==> src/design/robin_hood_key_table_assert.svh <==
// assertion macros for the robin hood key table
// used by the modules that carry concurrent checks
`ifndef ROBIN_HOOD_KEY_TABLE_ASSERT_SVH
`define ROBIN_HOOD_KEY_TABLE_ASSERT_SVH

`ifndef SYNTHESIS
`define RHKT_ASSERT(lbl, clk, rst_n, prop, msg) \
  lbl: assert property (@(posedge clk) disable iff (!rst_n) prop) else $error(msg);
`define RHKT_ASSERT_ALWAYS(lbl, clk, prop, msg) \
  lbl: assert property (@(posedge clk) prop) else $error(msg);
`else
`define RHKT_ASSERT(lbl, clk, rst_n, prop, msg)
`define RHKT_ASSERT_ALWAYS(lbl, clk, prop, msg)
`endif

`endif

==> src/design/rhkt_ram.sv <==
// generic single-write, single-read ram with registered read data
// no dependencies
module rhkt_ram #(
  parameter int WIDTH = 8,
  parameter int DEPTH = 16
) (
  input  logic                     clk,
  input  logic                     we,
  input  logic [$clog2(DEPTH)-1:0] waddr,
  input  logic [WIDTH-1:0]         wdata,
  input  logic [$clog2(DEPTH)-1:0] raddr,
  output logic [WIDTH-1:0]         rdata
);

  logic [WIDTH-1:0] mem [DEPTH];

  always_ff @(posedge clk) begin
    if (we) begin
      mem[waddr] <= wdata;
    end
    rdata <= mem[raddr];
  end

endmodule

==> config.mk <==
export PLATFORM = sky130hd
export DESIGN_NAME = rhkt_ram
export DESIGN_NICKNAME = d
export VERILOG_FILES = /design/src/design/robin_hood_key_table_assert.svh /design/src/design/rhkt_ram.sv
export SDC_FILE = /design/constraint.sdc
export NUM_CORES = 1
export LEC_CHECK = 0
export BUFFER_PORTS_ARGS = -buffer_cell sky130_fd_sc_hd__buf_2
export CAP_MARGIN = 20
export CORE_MARGIN = 1
export CORE_UTILIZATION = 35
export CTS_CLUSTER_SIZE = 25
export DETAILED_ROUTE_END_ITERATION = 6
export HOLD_SLACK_MARGIN = 0.08
export PLACE_DENSITY = 0.53
export SLEW_MARGIN = 15
export SYNTH_ARGS = -nofsm -noshare
export SYNTH_HDL_FRONTEND = slang
export SYNTH_SLANG_ARGS = --single-unit
==> constraint.sdc <==
create_clock -name clk -period 4.6 [get_ports clk]
set_clock_uncertainty 0.1 [all_clocks]
set_input_delay 0.69 -clock clk [delete_from_list [all_inputs] [get_ports clk]]
set_output_delay 0.69 -clock clk [all_outputs]
set_load 0.02 [all_outputs]
* Yosys cells after proc, flatten, opt, wreduce, memory -nomap -nowiden
Memory sizes are Yosys's and may differ from the RTL's. A register that Yosys moved wholly into a read port is not among the register bits. Index checks and enable logic that the tools add are counted.
Storage, ports and cells: bits in registers 0, bits in latches 0, bits in writable memories 128, ROM bits 0, bits of input ports 18, output and inout port bits 8, logic and storage cells 3, memories 1
Cells by class: add/sub/neg operators 0, multipliers 0, div/mod/pow operators 0, magnitude comparators 0, eq/ne operators 0, shifts and indexed selects 0, multiplexer cells 2, bitwise operators 0, reduce and logical (&&, ||, !) cells 0
Memory list:
- mem | words 16, width 8, rd ports 1, clocked after memory_dff 1, wr ports 1, RTL line rhkt_ram.sv:15 | logic [WIDTH-1:0] mem [DEPTH];
Operators by type and width (count):
- 2-to-1 mux 1 bit | 2

* Logic depth before layout (Yosys ltp)
Gate-level depths: netlist of run 1.
depth after elaboration 2, gate-level depth with buffers 5

* Worst setup path after synthesis of run 1
No wires, ideal clock.
path kind input to register, start in waddr[2], end mem mem[0][0], enable pin, library setup time 0.383 ns, arrival 1.800 ns, data required time 4.117 ns, setup slack 2.317 ns, stages on the path 2, path buffers 0, cells stage by stage or3b_2 -> nor3_1
RTL lines:
- from (decl) | RTL line rhkt_ram.sv:9 | input logic [$clog2(DEPTH)-1:0] waddr,
- to (decl) | RTL line rhkt_ram.sv:15
No word-level cell before the write port.

==> results_dict.tcl, run 1 <==
set metrics [dict create \
    core_area_sq_mm 0.0141 \
    first_iter_violations 192 \
    cts_resized 0 \
    clk_latency_ns 0.41 \
    grt_pass1_wl_microns 15500 \
    startpoint_type "primary input" \
    htreeDepth 4 \
    critPathRequiredTime_ns 4.79 \
    gp_congestion 0.715 \
    ios 26 \
    via_count 2401 \
    rows 43 \
    cts_hold_buf 0 \
    synthesis.area_sq_mm 0.00515 \
    tightest_slew_ns 0.986 \
    syn2layout_area_growth_pct 16.4 \
    vdd_ir_drop_max_uv 224 \
    grt_pass1_vias 2434 \
    drive_above_1_share_pct 27.0 \
    yosys.cell_types.count 19 \
    yosysWarnings 0 \
    cts_tree "built" \
    powerDensity_mw_per_mm2 463 \
    critPathMaxStageDelay_ns 0.61 \
    p_clk_share_pct 44.8 \
    dieArea_sq_mm 0.0152 \
    finalMaxSlewViolations 0 \
    clockRootBuffer "clkbuf_16" \
    endpoint_kind "flop" \
    avgSynthCellArea_sq_um 22.5 \
    post-cts-setup-buffers 0 \
    overflow 0 \
    route.detailed.drc 0 \
    power_leakage_nw 2.00 \
    seq_power_share_pct 50.4 \
    crit_fanout 22 \
    grt_max_degree 33 \
    synth-seq-area-share_pct 77.8 \
    nNetsFinal 286 \
    antenna_found_initial 0 \
    grt_util_all_layers_pct 15.2 \
    final_core_utilization_pct 42.5 \
    min_period_over_period_pct 53.2 \
    path_class "primary input to flop" \
    arrival_ns 2.64 \
    rsz0062_at_grt "false" \
    die_w_microns 123 \
    regArea_sq_mm 0.00400 \
    setup_tns_ns 0 \
    wl_per_cell_microns 22.2 \
    mostFrequentLayoutCells "edfxtp_1 (128), buf_2 (25), mux4_2 (18), clkbuf_16 (17), a22oi_1 (16)" \
    cts.reportedPaths.clkPinSlew_ns 0.05 \
    port_buffers 25 \
    crit_chain "buf_2 > buf_4 > mux4_1 > a22oi_1 > nand2_1" \
    slowest_stage "mux4_1" \
    top_usage_layer "met1" \
    multi_input_area_sq_mm 0.00106 \
    p_switching_uw 555 \
    fillers 1232 \
    slew_headroom_pct 34.0 \
    use_met2_pct 21.6 \
    dpl-instance-area_sq_mm 0.00545 \
    maxClockFrequency_mhz 409 \
    period_needed_ns 2.45 \
    hold_viol 0 \
    cts_sinks 136 \
    intPower_mw 2.22 \
    worst_slack_ns 2.15 \
    use_met3_pct 3.83 \
    syn_nets 247 \
    maxCapViolations 0 \
    status "completed" \
    cts_buffer_depth 2 \
    initial_utilization_pct 36.5 \
    firstDrtPassIters 4 \
    synth-seq-cells 136 \
    layout_commonest_cell "edfxtp_1" \
    finalSetupViolCount 0 \
    p_sw_share_pct 20.0 \
    hold_class "primary input to flop" \
    diodes 0 \
    drt-total-wl_microns 10300 \
    p_total_mw 2.77 \
    place_ws_ns 1.68 \
    place_hpwl_microns 6460 \
    detail-route-antenna-nets 0 \
    gr-usage-met1_pct 21.8 \
    die_h_microns 123 \
    syn_inst 229 \
    via_per_inst 5.21 \
    final_area_sq_mm 0.00599 \
    comb_power_share_pct 4.8 \
    cts_buffers 17 \
]
==> layer usage <==
layer	vias up	routed length, microns
met5	-	0
met4	0	78
met1	1254	4890
li1	1058	-
met2	80	4710
met3	9	579
==> critical path, delay by kind of cell <==
| family | cells | cell delay (ns) |
|---|---|---|
| AOI/OAI and AO/OA | 1 | 0.31 |
| muxes | 1 | 0.61 |
| buffers and inverters | 2 | 0.93 |
| and+or+nand+nor | 1 | 0.09 |
==> power by group through the flow <==
stage	sequential [mW]	combinational, mW	clock [mW]
after global routing	1.40	0.144	1.31
after CTS	1.40	0.135	1.26
after detailed placement	1.42	0.135	0
after global placement	1.42	0.133	0
final	1.40	0.133	1.24
after floorplan	1.43	0.0703	0
==> final timing paths <==
check	to	cells after the start	slack [ns]	start
max reg2reg	rdata[4]	3	3.08	mem[9][4]
min reg2reg	rdata[5]	3	0.57	mem[14][5]
min	mem[6][4]	1	0.57	wdata[4]
max	rdata[0]	5	2.15	raddr[0]
==> kinds of logic (layout without fill, tap and decap cells) <==
logic type	Yosys count	after routing	share of synthesized area, %
AO/OA/AOI/OAI	16	16	2.33
buffers and inverters	10	62	1.68
flip-flops	136	136	77.8
multiplexers	32	32	15.0
AND/OR/NAND/NOR	35	35	3.18
==> sequential cells by signal, indices dropped and copies added (netlist names) <==
name,count
mem,128
rdata,8
==> metrics by stage <==
step / instances / hold WS (ns)
after global routing: 461 / 0.570
final: 461 / 0.566
after CTS: 461 / 0.546
after global placement: 429 / 0.547
after floorplan: 229 / 0.529
after detailed placement: 429 / 0.565
==> cell type report <==
class | count | area share (%)
repair buffers | 30 | 2.71
well taps | 180 | 3.76
flip-flops and latches | 136 | 66.8
clock buffers | 19 | 7.22
multi-input cells | 83 | 17.6
clock inverters | 13 | 1.86
==> cells in the mapped netlist <==
library cell     instances  area, sq um
nand2_1                  9         33.8
and2_1                   1         6.26
nand2b_1                 2         12.5
dfxtp_1                  8          160
buf_2                    3         15.0
or3b_2                   1         8.76
a22oi_1                 16          120
buf_4                    1         7.51
mux4_2                  18          405
buf_6                    3         33.8
edfxtp_1               128         3840
nor2b_1                  1         6.26
clkdlybuf4s25_2          3         30.0
nor2_1                  13         48.8
mux4_1                  14          368
nor3_1                   4         20.0
nand3b_1                 2         15.0
and2b_1                  1         7.51
nand3_1                  1         5.00
Note: power is estimated with default switching activity, not from simulation.
==> inputs of run 2 (changes only) <==
==> constraint.sdc (replaced) <==
create_clock -name clk -period 2.34 [get_ports clk]
set_clock_uncertainty 0.1 [all_clocks]
set_input_delay 0.351 -clock clk [delete_from_list [all_inputs] [get_ports clk]]
set_output_delay 0.351 -clock clk [all_outputs]
set_load 0.02 [all_outputs]
==> run 2 against run 1 <==
Compared with the run above: non-clock buffer count increased by 16; clock power increased by 100%; power increased by 98%; sequential power increased by 96%; first-iteration DRC count increased by 17%; sequential share of layout area decreased by 1.8 points; worst hold slack got worse by 0.34 ns; cell area increased by 2.8%; utilization increased by 1.2 points; global-route usage decreased by 0.38 points; die area unchanged; critical path type unchanged; largest power group unchanged; highest routed layer is now met5.
==> results_dict.tcl, run 2 (synthesis results as in run 1) <==
set metrics [dict create \
    reg_top3 "mem (128), rdata (8)" \
    syn2layout_area_growth_pct 19.6 \
    slew_headroom_pct 59.8 \
    slowest_stage "mux4_1" \
    cp_num_buf_inv 2 \
    cts_buffer_depth 2 \
    r2r_slack_ns 0.81 \
    cts.reportedPaths.clkPinSlew_ns 0.06 \
    place_ws_ns 0.358 \
    hold_viol 0 \
    startpoint_type "primary input" \
    htreeDepth 4 \
    status "completed" \
    die_h_microns 123 \
    clockRootBuffer "clkbuf_16" \
    holdPathEnd "mem[3][4]" \
    min-delay-start "wdata[4]" \
    overflow 0 \
    mostFrequentLayoutCells "edfxtp_1 (128), buf_2 (25), mux4_2 (18), buf_4 (18), clkbuf_16 (17)" \
    layout_commonest_cell "edfxtp_1" \
    route.detailed.drc 0 \
    critPathMaxStageDelay_ns 0.60 \
    drive_above_1_share_pct 30.6 \
    die_w_microns 123 \
    hold_depth 1 \
    cts_buffers 17 \
    rows 43 \
    setup_tns_ns 0 \
    grt_pass1_wl_microns 15200 \
    cp_top_family "multiplexers" \
    path_class "primary input to flop" \
    via_per_inst 5.04 \
    drt-total-wl_microns 9840 \
    grt_pass1_vias 2507 \
    hold_class "primary input to flop" \
    via_count 2403 \
    timing.rr.end "rdata[2]" \
    reg2reg_from "mem[1][2]" \
    cts_hold_buf 0 \
    maxCapViolations 0 \
    period_needed_ns 1.56 \
    powerDensity_mw_per_mm2 893 \
    cts_resized 0 \
    port_buffers 25 \
    clk_latency_ns 0.41 \
    finalMaxSlewViolations 0 \
    maxClockFrequency_mhz 643 \
    cts_sinks 136 \
    vdd_ir_drop_max_uv 585 \
    critPathRequiredTime_ns 2.53 \
    largest_register_ffs 128 \
    place_hpwl_microns 6410 \
    gp_congestion 0.758 \
    cp_num_cells 5 \
    grt_max_degree 33 \
    rsz0062_at_grt "false" \
    arrival_ns 1.74 \
    grt_util_all_layers_pct 14.8 \
    endpoint_kind "flop" \
    wl_per_cell_microns 20.6 \
    antenna_found_initial 1 \
    first_iter_violations 224 \
    post-cts-setup-buffers 0 \
    detail-route-antenna-nets 0 \
    ios 26 \
    crit_chain "buf_2 > buf_12 > mux4_1 > a22oi_1 > nand2_1" \
    worst_slack_ns 0.785 \
    power_leakage_nw 2.08 \
    largest-register "mem" \
    firstDrtPassIters 5 \
    cts_tree "built" \
    reg2reg_depth 3 \
    final_core_utilization_pct 43.7 \
    crit_fanout 32 \
    diodes 0 \
    finalSetupViolCount 0 \
    initial_utilization_pct 36.5 \
    core_area_sq_mm 0.0141 \
    dieArea_sq_mm 0.0152 \
    tightest_slew_ns 0.600 \
    min_period_over_period_pct 66.5 \
    nNetsFinal 302 \
]
-- run 2: report_power, final --
part | leakage, nW | switching [mW] | total [mW] | internal (mW)
combinational | 0.595 | 0.159 | 0.272 | 0.113
clock | 0.265 | 0.933 | 2.49 | 1.56
sequential | 1.22 | 0.0159 | 2.74 | 2.72
-- run 2: worst register-to-register path, stage by stage, from the launching register on --
cell      delay [ns]
edfxtp_1        0.36
mux4_1          0.52
a22oi_1         0.34
nand2_1         0.09
-- run 2: worst max path at each step --
stage,start,endpoint
2_1_floorplan,waddr[2],mem[0][0]
3_3_place_gp,raddr[0],rdata[2]
3_5_place_dp,raddr[0],rdata[2]
4_1_cts,raddr[0],rdata[2]
5_1_grt,raddr[0],rdata[3]
6_report,raddr[0],rdata[2]
-- run 2: final cells by class --
type                    count  area (sq um)
multi-input cells          83          1060
flip-flops and latches    136          4000
clock inverters            10           108
clock buffers              22           444
well taps                 180           225
fillers                  1246          7940
repair buffers             46           320
-- run 2: per-stage QoR --
| step | cell area [sq um] | power, mW | cells | hold WS (ns) |
|---|---|---|---|---|
| after floorplan | 5150 | 2.94 | 229 | 0.350 |
| after global placement | 5610 | 3.07 | 445 | 0.553 |
| after detailed placement | 5610 | 3.07 | 445 | 0.563 |
| after CTS | 6160 | 5.56 | 477 | 0.218 |
| after global routing | 6160 | 5.68 | 477 | 0.231 |
| final | 6160 | 5.50 | 477 | 0.222 |
-- run 2: layer usage --
metal / part of all wire (%) / wire, microns / global-route usage (%)
met5: 0.13 / 13 / 0
met4: 0.42 / 41 / 4.74
met3: 6.4 / 628 / 4.80
met2: 46 / 4500 / 21.1
met1: 47 / 4650 / 21.3
