## src/design/robin_hood_key_table_assert.svh

```systemverilog
// assertion macros for the robin hood key table
// used by the modules that carry concurrent checks
`ifndef ROBIN_HOOD_KEY_TABLE_ASSERT_SVH
`define ROBIN_HOOD_KEY_TABLE_ASSERT_SVH

`ifndef SYNTHESIS
`define RHKT_ASSERT(lbl, clk, rst_n, prop, msg) \
  lbl: assert property (@(posedge clk) disable iff (!rst_n) prop) else $error(msg);
`define RHKT_ASSERT_ALWAYS(lbl, clk, prop, msg) \
  lbl: assert property (@(posedge clk) prop) else $error(msg);
`else
`define RHKT_ASSERT(lbl, clk, rst_n, prop, msg)
`define RHKT_ASSERT_ALWAYS(lbl, clk, prop, msg)
`endif

`endif

```

## src/design/rhkt_pkg.sv

```systemverilog
// shared types, codes and constants of the robin hood key table
// no dependencies
package rhkt_pkg;

  localparam int TABLE_SLOTS = 256;
  localparam int SLOT_BITS   = $clog2(TABLE_SLOTS);
  localparam int COUNT_W     = $clog2(TABLE_SLOTS + 1);
  localparam int LOAD_LIMIT  = TABLE_SLOTS * 3 / 4;

  localparam logic [63:0] MIX_C1 = 64'hbf58476d1ce4e5b9;
  localparam logic [63:0] MIX_C2 = 64'h94d049bb133111eb;

  localparam logic [1:0] OP_FIND   = 2'd0;
  localparam logic [1:0] OP_INSERT = 2'd1;
  localparam logic [1:0] OP_REMOVE = 2'd2;
  localparam logic [1:0] OP_UNUSED = 2'd3;

  localparam logic [1:0] ST_OK        = 2'd0;
  localparam logic [1:0] ST_NOT_FOUND = 2'd1;
  localparam logic [1:0] ST_FULL      = 2'd2;

  typedef struct packed {
    logic [1:0]  op;
    logic [63:0] key;
    logic [63:0] home_value;
  } in_item_t;

  typedef struct packed {
    logic [1:0]         status;
    logic [63:0]        found_value;
    logic [COUNT_W-1:0] entry_total;
  } out_item_t;

  typedef struct packed {
    logic [63:0]          key;
    logic [SLOT_BITS-1:0] home;
    logic [63:0]          value;
  } entry_t;

  typedef enum logic [2:0] {
    S_IDLE,
    S_HASH,
    S_LOOKUP,
    S_PLACE,
    S_ERASE,
    S_DONE
  } state_t;

endpackage

```

## src/design/rhkt_hash.sv

```systemverilog
// splitmix64 finalizer over key >> 3, one 32x32 partial product per cycle
// depends on rhkt_pkg
module rhkt_hash import rhkt_pkg::*; (
  input  logic                 clk,
  input  logic                 rst_n,
  input  logic                 start,
  input  logic [63:0]          key,
  output logic                 done,
  output logic [SLOT_BITS-1:0] home
);

  logic        busy_r, busy_nxt;
  logic [2:0]  ph_r, ph_nxt;
  logic [63:0] v_r, v_nxt;
  logic [63:0] acc_r, acc_nxt;
  logic [63:0] x, c, prod, hfull;
  logic [31:0] a_op, c_op;

  always_comb begin
    x     = key >> 3;
    c     = ph_r[2] ? MIX_C2 : MIX_C1;
    a_op  = (ph_r[1:0] == 2'd2) ? v_r[63:32] : v_r[31:0];
    c_op  = (ph_r[1:0] == 2'd1) ? c[63:32] : c[31:0];
    prod  = a_op * c_op;
    hfull = acc_r ^ (acc_r >> 31);
    home  = hfull[SLOT_BITS-1:0];
    done  = busy_r && (ph_r == 3'd7);

    busy_nxt = busy_r;
    ph_nxt   = ph_r;
    v_nxt    = v_r;
    acc_nxt  = acc_r;
    if (start) begin
      busy_nxt = 1'b1;
      ph_nxt   = 3'd0;
      v_nxt    = x ^ (x >> 30);
    end else if (busy_r) begin
      ph_nxt = ph_r + 3'd1;
      case (ph_r[1:0])
        2'd0: acc_nxt = prod;
        2'd3: begin
          v_nxt = acc_r ^ (acc_r >> 27);
          if (ph_r[2]) begin
            busy_nxt = 1'b0;
          end
        end
        default: acc_nxt = acc_r + {prod[31:0], 32'd0};
      endcase
    end
  end

  always_ff @(posedge clk) begin
    if (!rst_n) begin
      busy_r <= 1'b0;
      ph_r   <= 3'd0;
    end else begin
      busy_r <= busy_nxt;
      ph_r   <= ph_nxt;
    end
    v_r   <= v_nxt;
    acc_r <= acc_nxt;
  end

endmodule
```

## config.mk

```make
export PLATFORM = sky130hd
export DESIGN_NAME = rhkt_hash
export DESIGN_NICKNAME = d
export VERILOG_FILES = /design/src/design/robin_hood_key_table_assert.svh /design/src/design/rhkt_pkg.sv /design/src/design/rhkt_hash.sv
export SDC_FILE = /design/constraint.sdc
export NUM_CORES = 2
export LEC_CHECK = 0
export CAP_MARGIN = 20
export CORE_MARGIN = 2
export CORE_UTILIZATION = 25
export DETAILED_ROUTE_END_ITERATION = 16
export DONT_BUFFER_PORTS = 1
export HOLD_SLACK_MARGIN = 0.03
export PLACE_DENSITY = 0.44
export SYNTH_ARGS = -nofsm -noshare
export SYNTH_HDL_FRONTEND = slang
export SYNTH_SLANG_ARGS = --single-unit
```

## constraint.sdc

```tcl
create_clock -name clk -period 23 [get_ports clk]
set_input_delay 2.3 -clock clk [delete_from_list [all_inputs] [get_ports clk]]
set_output_delay 2.3 -clock clk [all_outputs]
set_load 0.005 [all_outputs]
```

* Word level (Yosys, flattened, before mapping)
Cells that the tools add are included.
** Operators by class
- Add/sub/neg operators :: 2
- Order comparisons :: 0
- Shifts and indexed selects :: 0
- Divide/modulo/power cells :: 0
- Multiply operators :: 1
- Bitwise logic cells :: 6
- Equality and inequality tests :: 4
- Multiplexer cells :: 11
- Reductions and logical operators :: 7
** Operators with widths (number)
- two-way mux 64 bit :: 3
- case mux 64 bit (2 select lines) :: 1
- adder 64 bit :: 1
- multiplier 32 x 32 -> 64 bit :: 1
- two-way mux 32 bit :: 2
- bitwise XOR 64 x 37 -> 64 bit :: 1
- two-way mux 62 bit :: 1
- bitwise XOR 61 x 31 -> 61 bit :: 1
- bitwise XOR 8 bit :: 1
- == test 2 bit (second input constant) :: 2
- two-way mux 1 bit :: 4
- nonzero test 2 bit :: 2
- adder 3 x 1 -> 3 bit (second input constant) :: 1
- == test 3 bit (second input constant) :: 1
- inverter 1 bit :: 3
- AND reduction 3 bit :: 1
- == test 2 x 1 -> 1 bit (second input constant) :: 1
- zero test 2 bit :: 1
- AND reduction 2 bit :: 1
- OR reduction 2 bit :: 1
- logical AND 1 bit :: 1
** Word-level totals
- Bits in registers :: 132
- Word-level logic and storage cells :: 35
- ROM bits :: 0
- Latch bits :: 0
- Output and inout port bits :: 9
- Memories kept :: 0
- Memory bits (writable) :: 0
- Bits of input ports :: 67

* Depth between registers and ports, before layout
- Depth in word-level cells :: 5
- Mapped depth :: 39
- Gate-level depth less buffers :: 37

* Least setup slack after synthesis
No wires, ideal clock.
- Path kind :: reg-to-reg
- From :: reg ph_r[0]
- To :: reg acc_r[62], data pin
- Path slack :: 13.295 ns
- Data arrival time :: 9.446 ns
- Period minus slack after synthesis :: 9.705 ns
- Stages on the path, launching flop included :: 39
- Required time :: 22.741 ns
- Buffers on the path :: 3
- Cell sequence :: dfxtp_1 inv_1 ha_1 clkbuf_1 clkbuf_1 mux2i_1 inv_1 nand2_1 nor2_1 nor2_1 fa_1 inv_1 fa_1 inv_1 fa_1 fa_1 inv_1 fa_1 [... 3 more ...] fa_1 fa_1 ha_1 clkbuf_1 a211oi_1 nand3_1 o22ai_1 nor2_1 xor2_1 ha_1 a21o_1 or3_1 a31oi_1 nor2_1 a211o_1 a31oi_2 xnor2_1 a211o_1
** On the way
- Longest elaborated chain between the ends :: 5
- Elaborated cells between the ends (all ways) :: 9
- Those cells by class :: add/sub: 1; mul: 1; eq/ne: 3; mux: 3; reduce/logical: 1
** Ends and longest elaborated chain
- start: declaration :: line rhkt_hash.sv:13 : logic [2:0] ph_r, ph_nxt;
- start signal: assignment :: line rhkt_hash.sv:58 : ph_r <= ph_nxt;
- == test 2 bit or == test 2 x 1 -> 1 bit (tied branches) :: line rhkt_hash.sv:22, rhkt_hash.sv:23
- two-way mux 32 bit (on tied branches) :: line rhkt_hash.sv:22, rhkt_hash.sv:23
- multiplier 32 x 32 -> 64 bit :: line rhkt_hash.sv:24 : prod = a_op * c_op;
- adder 64 bit :: line rhkt_hash.sv:47 : default: acc_nxt = acc_r + {prod[31:0], 32'd0};
- case mux 64 bit (2 select lines) (*) :: line rhkt_hash.sv:39 : case (ph_r[1:0])
- end signal: assignment :: line rhkt_hash.sv:61 : acc_r <= acc_nxt;
- end: declaration :: line rhkt_hash.sv:15 : logic [63:0] acc_r, acc_nxt;
Mark *: on every way between the ends. The rest lies on a longest branch, timed or not.
A chain may end at the register's enable or synchronous reset.

* Final worst setup path
- From :: reg ph_r[2]
- To :: reg acc_r[62], data pin
** On the way
- Longest elaborated chain between the ends :: 5
** Ends and longest elaborated chain
- two-way mux 62 bit (*) :: line rhkt_hash.sv:21 : c = ph_r[2] ? MIX_C2 : MIX_C1;
- two-way mux 32 bit (*) :: line rhkt_hash.sv:23 : c_op = (ph_r[1:0] == 2'd1) ? c[63:32] : c[31:0];
- multiplier 32 x 32 -> 64 bit (*) :: line rhkt_hash.sv:24
- adder 64 bit :: line rhkt_hash.sv:47
- case mux 64 bit (2 select lines) (*) :: line rhkt_hash.sv:39
Marked as above.

==> run_results.csv <==
group,metric,value,unit
run_status,status,"finished clean",
drt,drc,0,
synth,synth_cell_type_count,69,
synth,synth_area,36720,um2
synth,synthArstFlopShare,0,%
drt,viasPerCell,4.516,
setup_path,crit_top_cell,"fa_1",
setup_path,worstSetupStartpoint,"ph_r[2]",
setup_path,worstSetupPathType,"reg2reg",
setup_path,worstPathRequired,23.18,ns
synth,netlist.area_leader.share,44.87,%
setup_path,worst-path-max-fanout,37,
clocking,cts-htree-levels,4,
timing,post-route-min-period,11.51,ns
drt,drtIter0Drc,1914,
timing,rsz0062_at_grt,"false",
setup_path,critPathCaptureType,"flip-flop",
synth,synth_nets,4973,
synth,synth_edf_count,128,
synth,yosysTopAreaCell,"fa_1",
setup_path,slowest_delay,0.94,ns
drt,detail-route-antenna-nets,0,
floorplanning,start_util,25.19,%
setup_path,worst_path_max_delay_cell,"a21oi_1",
cells_and_area,stdcell_count,5609,
cells_and_area,finalCoreUtilization,27.25,%
synth,synth_most_common_cell,"inv_1",
setup_path,cp-start-kind,"flip-flop",
cells_and_area,drive_gt1_share,3.795,%
timing,fin_skew,0.008979,ns
synth,ys_seq_area_share,10.69,%
cells_and_area,area_growth,8.152,%
hold_path,holdCritStartpoint,"ph_r[1]",
clocking,numCtsBuffers,17,
global_routing,grt_pass1_vias,27310,
clocking,cts_tree,"done",
timing,setup_tns,0,ns
job,drv_cap,0,
hold_path,hold_class,"reg2reg",
clocking,clk_pin_slew,0.06,ns
timing,clock.fmax,86.87,MHz
clocking,cts_root_buf,"clkbuf_16",
clocking,postCtsHoldBufs,0,
drt,dr.pass1.iters,5,
floorplanning,die_area,149900,um2
placed_design,placed_cells,5574,
global_routing,grt_overflow,0,
synth,ys_top_cells_by_area,"fa_1, ha_1, edfxtp_1, inv_1, nor2_1",
drt,routedWlPerCell,23.49,um
timing,max_slew_margin,18.27,%
global_routing,antenna_found_initial,1,
setup_path,critPathArrivalTime,11.69,ns
synth,synth_cells,3712,
floorplanning,core,145700,um2
clocking,clkSinkCount,132,
clocking,cts_resized,0,
floorplanning,ios,76,
placed_design,dp_hpwl,117.0,mm
floorplanning,die_y,387.2,um
cells_and_area,nets,4937,
clocking,post_cts_buffers,0,
placed_design,gp_congestion,0.9367,
global_routing,grt_pass1_wl,192.5,mm
clocking,cts.path.max_buffers,2,
timing,worst_slew_pin_slew,1.226,ns
global_routing,grt_max_degree,106,
global_routing,track_usage,17.69,%
timing,fin_crit_sh,50.05,%
clocking,clock_latency,0.43,ns
floorplanning,chipWidth,387.2,um
timing,setup_viol,0,
synth,synth_seq_cells,132,
drt,drt_wl_total,131.7,mm
setup_path,timing.rr.start,"ph_r[2]",
synth,syn_area_per_cell,9.891,um2
synth,yosysWarnings,0,
synth,yosys-top-cells-count,"inv_1, fa_1, ha_1, nor2_1, nand2_1",
drt,vias,25330,
placed_design,numPortBuffers,0,
floorplanning,rows,140,
timing,final-hold-violation-count,0,
synth,ys.flop_type,"edfxtp_1",
timing,drv_slew,0,
## metrics by stage
stage               hold WS [ns]  instance area, um2  setup WS [ns]
floorplan                 0.5137               36720          13.30
detailed placement        0.5564               39100          11.64
finish                    0.5631               39710          11.49
global placement          0.5512               39100          11.67
CTS                       0.5710               39700          11.58
global route              0.6048               39700          11.09
## metal layers
metal,global-route usage [%],up-vias,share of wire (%)
li1,-,11280,-
met4,4.964,0,3.2
met5,0,-,0
met2,29.75,674,48
met1,24.22,13250,44
met3,1.605,124,4.2
## cell type report
cell class / instances / area [um2]
multi-input cells: 2528 / 28890
repair buffers: 38 / 285.3
fillers: 15680 / 106000
inverters: 959 / 3600
flip-flops and latches: 132 / 3925
clock buffers: 22 / 444.2
clock inverters: 10 / 156.4
diodes: 3 / 7.507
well taps: 1917 / 2399
## critical path, delay by kind of cell (launching register included)
kind / cells / cell delay (ns)
fa+ha+maj: 10 / 4.58
xor+xnor: 2 / 0.63
flops: 1 / 0.65
compound gates: 9 / 3.01
buf+inv: 4 / 1.19
simple gates: 6 / 1.10
## registers in the layout, indices dropped and copies added (netlist names)
| name | count |
|---|---|
| acc_r | 64 |
| ph_r | 3 |
| v_r | 64 |
| busy_r | 1 |
## logic make-up (layout without fill, tap and decap cells)
group                    count (synthesis)  count (layout)  share of synthesized area, %
multiplexers                            66              66                         1.939
flip-flops                             132             132                         10.69
XOR/XNOR                               165             165                         3.936
AND/OR/NAND/NOR                        711             711                         8.298
AO/OA/AOI/OAI                          392             392                         6.857
adder cells (fa/ha/maj)               1194            1194                         57.52
other                                    0               3                             0
buffers and inverters                 1052            1029                         10.77
## worst paths after layout
path	end	slack, ns	cells past startpoint
worst max-delay path	acc_r[62]	11.49	31
worst max register to register	acc_r[62]	11.49	31
worst min-delay path	ph_r[1]	0.56	2
worst min register to register	ph_r[1]	0.56	2
## layout by cell type (no fill, tap or decap), types with 17 or more instances in the layout
master and count:
mux2i_1 18, buf_4 38, inv_1 956, ha_1 368
clkbuf_16 17, nor2_1 320, nand2b_1 22, xor2_1 78
and2_1 43, edfxtp_1 128, o22ai_1 17, fa_1 823
mux2_2 41, a21oi_1 106, o21ai_0 97, a21o_1 50
xnor2_1 87, nand2_1 228, nand4_1 22, o21bai_1 19
Power is not shown: default switching activity piles up to over one toggle a cycle in this logic, so the estimate is an artifact.
